==> src/design/front_middle_back_queue_macros.svh <==
// ----------------------------------------------------------------------------
// Front/middle/back queue assertion macros
// Concurrent assertion wrappers used by the queue controller; they expand to
// nothing when NO_ASSERTIONS is defined.
// ----------------------------------------------------------------------------
`ifndef FRONT_MIDDLE_BACK_QUEUE_MACROS_SVH
`define FRONT_MIDDLE_BACK_QUEUE_MACROS_SVH
`ifndef NO_ASSERTIONS
// Check an expression at every clock edge outside reset.
`define FMBQ_ASSERT(lbl, clk, rst_n, prop, msg) \
	lbl: assert property (@(posedge clk) disable iff (!rst_n) (prop)) \
		else $error(msg);
// Check an implication at every clock edge outside reset.
`define FMBQ_ASSERT_IMPL(lbl, clk, rst_n, ante, cons, msg) \
	lbl: assert property (@(posedge clk) disable iff (!rst_n) (ante) |-> cons) \
		else $error(msg);
`else
`define FMBQ_ASSERT(lbl, clk, rst_n, prop, msg)
`define FMBQ_ASSERT_IMPL(lbl, clk, rst_n, ante, cons, msg)
`endif
`endif

==> src/design/fmbq_pkg.sv <==
`timescale 1ns / 1ps
// ----------------------------------------------------------------------------
// Front/middle/back queue package
// Sizes, request opcodes and transaction payload types of the queue.
// ----------------------------------------------------------------------------
package fmbq_pkg;

	localparam int CAPACITY       = 256;
	localparam int VALUE_BITS     = 31;
	localparam int OPCODE_BITS    = 3;
	localparam int COUNT_BITS     = 9;
	// each ring half holds up to ceil(CAPACITY/2) entries, power-of-two depth
	localparam int RING_ADDR_BITS = $clog2((CAPACITY + 1) / 2 + 1);

	localparam logic [OPCODE_BITS-1:0] OP_PUSH_FRONT  = 3'd0;
	localparam logic [OPCODE_BITS-1:0] OP_PUSH_MIDDLE = 3'd1;
	localparam logic [OPCODE_BITS-1:0] OP_PUSH_BACK   = 3'd2;
	localparam logic [OPCODE_BITS-1:0] OP_POP_FRONT   = 3'd3;
	localparam logic [OPCODE_BITS-1:0] OP_POP_MIDDLE  = 3'd4;
	localparam logic [OPCODE_BITS-1:0] OP_POP_BACK    = 3'd5;

	typedef struct packed {
		logic [OPCODE_BITS-1:0] opcode;
		logic [VALUE_BITS-1:0]  push_value;
	} req_t;

	typedef struct packed {
		logic [VALUE_BITS-1:0] popped_value;
		logic                  was_empty;
		logic                  overflow;
		logic [COUNT_BITS-1:0] entry_count;
	} rsp_t;

endpackage

==> src/design/fmbq_ctrl.sv <==
`timescale 1ns / 1ps
`include "front_middle_back_queue_macros.svh"
// ----------------------------------------------------------------------------
// Queue controller
// Keeps the head and count of each ring half, plans each request's memory
// accesses, moves one entry between halves to rebalance, and holds the
// response register.
// ----------------------------------------------------------------------------
module fmbq_ctrl #(
	parameter int CAPACITY  = fmbq_pkg::CAPACITY,
	parameter int ADDR_BITS = fmbq_pkg::RING_ADDR_BITS
) (
	input  logic                            clk,
	input  logic                            arst_n,
	input  logic                            req_valid,
	output logic                            req_stall,
	input  fmbq_pkg::req_t                  req,
	output logic                            rsp_valid,
	input  logic                            rsp_stall,
	output fmbq_pkg::rsp_t                  rsp,
	output logic                            f_we,
	output logic [ADDR_BITS-1:0]            f_waddr,
	output logic [fmbq_pkg::VALUE_BITS-1:0] f_wdata,
	output logic                            f_re,
	output logic [ADDR_BITS-1:0]            f_raddr,
	input  logic [fmbq_pkg::VALUE_BITS-1:0] f_rdata,
	output logic                            b_we,
	output logic [ADDR_BITS-1:0]            b_waddr,
	output logic [fmbq_pkg::VALUE_BITS-1:0] b_wdata,
	output logic                            b_re,
	output logic [ADDR_BITS-1:0]            b_raddr,
	input  logic [fmbq_pkg::VALUE_BITS-1:0] b_rdata
);

	localparam int CW     = $clog2(CAPACITY + 1);
	localparam int RSP_CW = fmbq_pkg::COUNT_BITS;

	typedef logic [ADDR_BITS-1:0] addr_t;

	typedef enum logic [2:0] {
		ST_IDLE = 3'b001,
		ST_RMW  = 3'b010,
		ST_DONE = 3'b100
	} state_t;

	state_t        state_q;
	logic          acc;
	logic          in_rmw;

	logic [CW-1:0] f_cnt_q, b_cnt_q, f_cnt_n, b_cnt_n, total;
	addr_t         f_head_q, b_head_q, f_head_n, b_head_n;
	addr_t         f_cnt_a, b_cnt_a;
	addr_t         f_front_m1, f_back, f_last, b_front_m1, b_back, b_last;
	logic          f_eq_b, b_gt_f, full, empty;

	// plan of the current request
	logic          fw, bw, fr, br, mv_f, mv_b, pop_f, pop_b, p_empty, p_ovf;
	addr_t         fw_addr, bw_addr, fr_addr, br_addr, mv_addr;

	// read-modify-write stage
	logic          mv_to_f_s1, mv_to_b_s1, pop_f_s1, pop_b_s1;
	addr_t         mv_addr_s1;
	fmbq_pkg::rsp_t rsp_q;

	assign in_rmw    = (state_q == ST_RMW);
	assign rsp_valid = (state_q == ST_DONE);
	assign req_stall = !((state_q == ST_IDLE) || ((state_q == ST_DONE) && !rsp_stall));
	assign acc       = req_valid && !req_stall;
	assign rsp       = rsp_q;

	assign total      = f_cnt_q + b_cnt_q;
	assign f_cnt_a    = f_cnt_q[ADDR_BITS-1:0];
	assign b_cnt_a    = b_cnt_q[ADDR_BITS-1:0];
	assign f_front_m1 = f_head_q - addr_t'(1);
	assign f_back     = f_head_q + f_cnt_a;
	assign f_last     = f_head_q + f_cnt_a - addr_t'(1);
	assign b_front_m1 = b_head_q - addr_t'(1);
	assign b_back     = b_head_q + b_cnt_a;
	assign b_last     = b_head_q + b_cnt_a - addr_t'(1);
	assign f_eq_b     = (f_cnt_q == b_cnt_q);
	assign b_gt_f     = (b_cnt_q == f_cnt_q + CW'(1));
	assign full       = (total >= CW'(CAPACITY));
	assign empty      = (total == '0);

	always_comb begin
		fw       = 1'b0;
		bw       = 1'b0;
		fr       = 1'b0;
		br       = 1'b0;
		mv_f     = 1'b0;
		mv_b     = 1'b0;
		pop_f    = 1'b0;
		pop_b    = 1'b0;
		p_empty  = 1'b0;
		p_ovf    = 1'b0;
		fw_addr  = f_front_m1;
		bw_addr  = b_front_m1;
		fr_addr  = f_last;
		br_addr  = b_head_q;
		mv_addr  = f_back;
		f_cnt_n  = f_cnt_q;
		b_cnt_n  = b_cnt_q;
		f_head_n = f_head_q;
		b_head_n = b_head_q;
		case (req.opcode)
			fmbq_pkg::OP_PUSH_FRONT: begin
				if (full) begin
					p_ovf = 1'b1;
				end else if (f_eq_b && (f_cnt_q == '0)) begin
					// both halves empty: value lands in the back half
					bw       = 1'b1;
					b_head_n = b_front_m1;
					b_cnt_n  = b_cnt_q + CW'(1);
				end else if (f_eq_b) begin
					// push, then move the old front-half tail to the back half
					fw       = 1'b1;
					f_head_n = f_front_m1;
					fr       = 1'b1;
					fr_addr  = f_last;
					mv_b     = 1'b1;
					mv_addr  = b_front_m1;
					b_head_n = b_front_m1;
					b_cnt_n  = b_cnt_q + CW'(1);
				end else begin
					fw       = 1'b1;
					f_head_n = f_front_m1;
					f_cnt_n  = f_cnt_q + CW'(1);
				end
			end
			fmbq_pkg::OP_PUSH_MIDDLE: begin
				if (full) begin
					p_ovf = 1'b1;
				end else if (f_eq_b) begin
					bw       = 1'b1;
					b_head_n = b_front_m1;
					b_cnt_n  = b_cnt_q + CW'(1);
				end else begin
					fw      = 1'b1;
					fw_addr = f_back;
					f_cnt_n = f_cnt_q + CW'(1);
				end
			end
			fmbq_pkg::OP_PUSH_BACK: begin
				if (full) begin
					p_ovf = 1'b1;
				end else begin
					bw      = 1'b1;
					bw_addr = b_back;
					if (b_gt_f) begin
						// move the back-half head into the front-half tail
						br       = 1'b1;
						br_addr  = b_head_q;
						b_head_n = b_head_q + addr_t'(1);
						mv_f     = 1'b1;
						mv_addr  = f_back;
						f_cnt_n  = f_cnt_q + CW'(1);
					end else begin
						b_cnt_n = b_cnt_q + CW'(1);
					end
				end
			end
			fmbq_pkg::OP_POP_FRONT: begin
				if (empty) begin
					p_empty = 1'b1;
				end else if (f_cnt_q == '0) begin
					br       = 1'b1;
					pop_b    = 1'b1;
					b_head_n = b_head_q + addr_t'(1);
					b_cnt_n  = b_cnt_q - CW'(1);
				end else begin
					fr       = 1'b1;
					fr_addr  = f_head_q;
					pop_f    = 1'b1;
					f_head_n = f_head_q + addr_t'(1);
					if (b_gt_f) begin
						br       = 1'b1;
						b_head_n = b_head_q + addr_t'(1);
						b_cnt_n  = b_cnt_q - CW'(1);
						mv_f     = 1'b1;
						mv_addr  = f_back;
					end else begin
						f_cnt_n = f_cnt_q - CW'(1);
					end
				end
			end
			fmbq_pkg::OP_POP_MIDDLE: begin
				if (empty) begin
					p_empty = 1'b1;
				end else if (f_eq_b) begin
					fr      = 1'b1;
					fr_addr = f_last;
					pop_f   = 1'b1;
					f_cnt_n = f_cnt_q - CW'(1);
				end else begin
					br       = 1'b1;
					pop_b    = 1'b1;
					b_head_n = b_head_q + addr_t'(1);
					b_cnt_n  = b_cnt_q - CW'(1);
				end
			end
			fmbq_pkg::OP_POP_BACK: begin
				if (empty) begin
					p_empty = 1'b1;
				end else begin
					br      = 1'b1;
					br_addr = b_last;
					pop_b   = 1'b1;
					if (f_eq_b) begin
						// refill the back half from the front-half tail
						fr       = 1'b1;
						fr_addr  = f_last;
						f_cnt_n  = f_cnt_q - CW'(1);
						mv_b     = 1'b1;
						mv_addr  = b_front_m1;
						b_head_n = b_front_m1;
					end else begin
						b_cnt_n = b_cnt_q - CW'(1);
					end
				end
			end
			default: begin
			end
		endcase
	end

	// memory ports: request writes in the accept cycle, moves in the cycle after
	assign f_we    = (acc && fw) || (in_rmw && mv_to_f_s1);
	assign f_waddr = in_rmw ? mv_addr_s1 : fw_addr;
	assign f_wdata = in_rmw ? b_rdata : req.push_value;
	assign f_re    = acc && fr;
	assign f_raddr = fr_addr;
	assign b_we    = (acc && bw) || (in_rmw && mv_to_b_s1);
	assign b_waddr = in_rmw ? mv_addr_s1 : bw_addr;
	assign b_wdata = in_rmw ? f_rdata : req.push_value;
	assign b_re    = acc && br;
	assign b_raddr = br_addr;

	always_ff @(posedge clk or negedge arst_n) begin
		if (!arst_n) begin
			state_q    <= ST_IDLE;
			f_cnt_q    <= '0;
			b_cnt_q    <= '0;
			f_head_q   <= '0;
			b_head_q   <= '0;
			mv_to_f_s1 <= 1'b0;
			mv_to_b_s1 <= 1'b0;
			pop_f_s1   <= 1'b0;
			pop_b_s1   <= 1'b0;
		end else begin
			if (acc) begin
				f_cnt_q    <= f_cnt_n;
				b_cnt_q    <= b_cnt_n;
				f_head_q   <= f_head_n;
				b_head_q   <= b_head_n;
				mv_to_f_s1 <= mv_f;
				mv_to_b_s1 <= mv_b;
				pop_f_s1   <= pop_f;
				pop_b_s1   <= pop_b;
			end
			case (state_q)
				ST_IDLE: begin
					if (acc) begin
						state_q <= ST_RMW;
					end
				end
				ST_RMW: begin
					state_q <= ST_DONE;
				end
				ST_DONE: begin
					if (acc) begin
						state_q <= ST_RMW;
					end else if (!rsp_stall) begin
						state_q <= ST_IDLE;
					end
				end
				default: begin
					state_q <= ST_IDLE;
				end
			endcase
		end
	end

	always_ff @(posedge clk) begin
		if (acc) begin
			mv_addr_s1         <= mv_addr;
			rsp_q.popped_value <= '0;
			rsp_q.was_empty    <= p_empty;
			rsp_q.overflow     <= p_ovf;
			rsp_q.entry_count  <= RSP_CW'(f_cnt_n + b_cnt_n);
		end else if (in_rmw) begin
			if (pop_f_s1) begin
				rsp_q.popped_value <= f_rdata;
			end else if (pop_b_s1) begin
				rsp_q.popped_value <= b_rdata;
			end
		end
	end

	`FMBQ_ASSERT(a_half_balance, clk, arst_n, f_eq_b || b_gt_f, "ring halves out of balance")
	`FMBQ_ASSERT(a_count_bound, clk, arst_n, total <= CW'(CAPACITY), "entry count above capacity")
	`FMBQ_ASSERT_IMPL(a_f_rw_clash, clk, arst_n, f_we && f_re, f_waddr != f_raddr, "front ring clash")
	`FMBQ_ASSERT_IMPL(a_b_rw_clash, clk, arst_n, b_we && b_re, b_waddr != b_raddr, "back ring clash")
	`FMBQ_ASSERT_IMPL(a_rsp_latency, clk, arst_n, acc, ##2 rsp_valid, "response not on time")

endmodule

==> config.mk <==
export PLATFORM = sky130hd
export DESIGN_NAME = fmbq_ctrl
export DESIGN_NICKNAME = d
export VERILOG_FILES = /design/src/design/fmbq_pkg.sv /design/src/design/fmbq_ctrl.sv
export VERILOG_INCLUDE_DIRS = /design/src /design/src/design
export SDC_FILE = /design/constraint.sdc
export NUM_CORES = 1
export LEC_CHECK = 0
export BUFFER_PORTS_ARGS = -buffer_cell sky130_fd_sc_hd__buf_2
export CORE_MARGIN = 3
export CORE_UTILIZATION = 40
export DETAILED_ROUTE_END_ITERATION = 16
export GPL_TIMING_DRIVEN = 0
export PLACE_DENSITY = 0.76
export SLEW_MARGIN = 20
export SYNTH_ARGS = -nofsm -noshare
export SYNTH_HDL_FRONTEND = slang
export SYNTH_SLANG_ARGS = --single-unit
==> constraint.sdc <==
create_clock -name clk -period 4.6 [get_ports clk]
set_input_delay 0.69 -clock clk [delete_from_list [all_inputs] [get_ports clk]]
set_output_delay 0.69 -clock clk [all_outputs]
set_load 0.02 [all_outputs]
==> out/results.ini <==
[timing]
fin_crit_ps = 5107
hold_ws_ps = 329.3
tightestPinTransition_ps = 893.3
skew_ps = 7.265
fin_ws_ps = -506.6
maxSlewViolCount = 0
min_period_over_period_pct = 111.0
tns_ps = -552.4
rsz0062_at_grt = true
setup_viol = 2
timing_hold_violations_final = 0
fmax_mhz = 195.8
maxSlewHeadroom_pct = 40.02

[grt]
antenna_found_initial = 3
busiest_layer = met2
grt_pass1_wl_um = 53660
grtUsageMet1_pct = 35.79
grt_overflow = 0
track_usage_pct = 28.81
use_met3_pct = 5.889
grt_util_met2_pct = 48.18
grt_pass1_vias = 9400
grt_max_degree = 42

[setup_path]
crit_required_ps = 4710
cp_max_fo = 7
crit_chain = ha_4, o211ai_1, o211ai_1, and3_4, nor2_4, or3_4, and3_4, nor3_4, xnor2_1, ha_2, fa_2, a21o_1, a21oi_2, o21bai_1, a21oi_2, o21bai_1, a21oi_2, o31a_1, a22oi_2, xnor2_2
timing.critical_path.mode_cell = a21oi_2
startpoint_type = flop
arrival_ps = 5220
setup.worst_path.end_class = flop
rr_worst_depth = 20
crit_type = flop to flop
worst_path_max_delay_cell = dfrtp_1
cpPeakStageDelay_ps = 550

[placement]
globalplace.congestion = 0.9790
place_area_mm2 = 0.01024
preCtsSetupSlack_ps = -1028
dp_hpwl_um = 27720
dp.cells = 1683
io_buffer_count = 241

[synthesis]
synthesis.nets = 1311
synth_edf_count = 19
synth_cell_type_count = 84
synth_cells = 1167
syn_area_per_cell_um2 = 7.390
synthFlopType = dfrtp_1
synth_warnings = 0
netlist_area_mm2 = 0.008625
synth_seq_area_share_pct = 25.72
ys_async_sr_fraction_pct = 45.05
yosys_register_bits = 91

[cts]
clk_latency_ps = 370
htreeDepth = 3
ctsHoldBuffers = 0
cts-root-buf = clkbuf_16
cts_buffer_depth = 2
clk_pin_slew_worst_paths_ps = 70
cts_buffers = 9
clock-sinks = 91
cts_tree = yes

[power]
powerDensity_mw_per_mm2 = 793.6
peakVddDrop_mv = 0.4108
p_total_mw = 8.865
p_leak_nw = 5.061

[floorplan]
start_util_pct = 40.90
die_area_mm2 = 0.02336
die_w_um = 152.8
ios = 242
core_area_mm2 = 0.02109
row_count = 53
fp.dieH_um = 152.8

[final_layout]
fin_cells = 1734
finalInstanceArea_mm2 = 0.01117
fin_nets = 1596
drive_gt1_share_pct = 27.59
post-route-util_pct = 52.97
synthToLayoutAreaGrowth_pct = 29.52

[detailed_routing]
wl_per_cell_um = 20.75
drc = 0
viasPerCell = 5.814
wl_um = 35970
drtIter0Drc = 939
first_pass_iters = 7
vias = 10080
postRouteAntennaNets = 0

[hold_path]
hp-class = input pin to async pin

[run]
maxCapViolations = 0

[status]
violations = setup timing
status = finished, violations left

-- metal layers --
metal / vias to the layer above / wire length (µm)
met5: - / 7
met4: 2 / 1643
met3: 92 / 3017
met2: 525 / 17220
met1: 4737 / 14080
li1: 4725 / -
-- kinds of logic after synthesis --
logic type,Yosys count,share of synthesized area [%]
and+or+nand+nor,484,24.97
muxes,43,5.063
xor gates and xnor gates,70,7.109
buffers and inverters,114,5.411
DFF,91,25.72
AOI/OAI and AO/OA,321,25.00
adders and majority gates,44,6.732
-- cells in the mapped netlist (4+ instances only) --
cell	count	area share (%)
o211ai_1	10	0.87
dfrtp_1	40	12
ha_1	40	5.8
nand2_1	240	10
fa_1	4	0.93
nor3_1	25	1.5
o32ai_1	6	0.61
o21ai_1	8	0.46
mux2_2	4	0.52
a32o_1	4	0.46
o21bai_1	10	0.87
o21ai_0	71	4.1
or3_1	6	0.44
mux2i_1	38	4.4
xor2_1	22	2.2
a21oi_1	80	4.6
nand3_1	24	1.4
nor3b_1	10	0.87
a21o_1	19	1.7
inv_1	38	1.7
a22oi_1	4	0.35
nor2_1	112	4.9
o22ai_1	6	0.44
nor2b_1	4	0.29
dfxtp_1	31	7.2
xnor2_1	48	4.9
nor4_1	4	0.29
nand4_1	7	0.51
clkbuf_1	58	2.5
and3_1	21	1.5
a31oi_1	7	0.51
or2_2	5	0.36
a211oi_1	44	3.8
edfxtp_1	19	6.6
nand2b_1	5	0.36
a22o_1	5	0.51
buf_2	7	0.41
buf_1	4	0.17
buf_4	4	0.35
-- layout make-up --
type | instances | area, µm²
sequential | 91 | 2228
fill | 2043 | 9917
inverter | 39 | 146.4
antenna | 2 | 5.005
clock buffer | 10 | 250.2
timing repair buffer | 279 | 1518
multi-input combinational | 962 | 6300
buffer | 70 | 316.6
clock inverter | 6 | 62.56
tap | 275 | 344.1
-- critical path, delay by kind of cell, from the launching register on --
family	cells	cell delay (ps)
DFF	1	550
xor gates and xnor gates	2	290
AOI/OAI and AO/OA	10	1650
adders and majority gates	3	960
and+or+nand+nor	5	1340
-- where the power goes --
group / internal, mW / switching [mW] / leakage (nW)
Clock: 0.415 / 0.386 / 0.153
Combinational: 2.36 / 4.06 / 3.96
Sequential: 1.27 / 0.367 / 0.952
Total: 4.05 / 4.82 / 5.06
-- registers in the layout (all words and copies together), names as in the netlist --
register	cells
state_q	3
b_head_q	8
mv_to_b_s1	1
pop_f_s1	1
mv_to_f_s1	1
f_head_q	8
pop_b_s1	1
f_cnt_q	9
mv_addr_s1	8
rsp	42
b_cnt_q	9
-- placed cells by master, fill, tap and decap left out, types with 34 or more instances in the layout --
| master | instances |
|---|---|
| nand2_1 | 238 |
| a211oi_1 | 42 |
| buf_4 | 47 |
| dfrtp_1 | 34 |
| clkbuf_1 | 48 |
| buf_2 | 242 |
| a21oi_1 | 67 |
| inv_1 | 38 |
| o21ai_0 | 67 |
| xnor2_1 | 47 |
| nor2_1 | 111 |
| mux2i_1 | 37 |
-- what timing repair did --
action | 4_1_cts | 5_1_grt
resized for setup | 30 | 56
pin swaps | 17 | 22
cloned | 0 | 1
endpoints found under the hold margin | 0 | 0
buffers inserted | 19 | 18
setup endpoints to repair | 27 | 33
-- worst paths after layout --
path                              endpoint  slack, ps        from
min in group clk                   rsp[20]        500     rsp[20]
worst max-delay path                rsp[8]       -510  b_cnt_q[3]
worst min register to register     rsp[20]        500     rsp[20]
worst min-delay path            b_cnt_q[5]        330      arst_n
max in group asynchronous       f_cnt_q[1]       3810      arst_n
worst max register to register      rsp[8]       -510  b_cnt_q[3]
(Power assumes the default switching activity.)
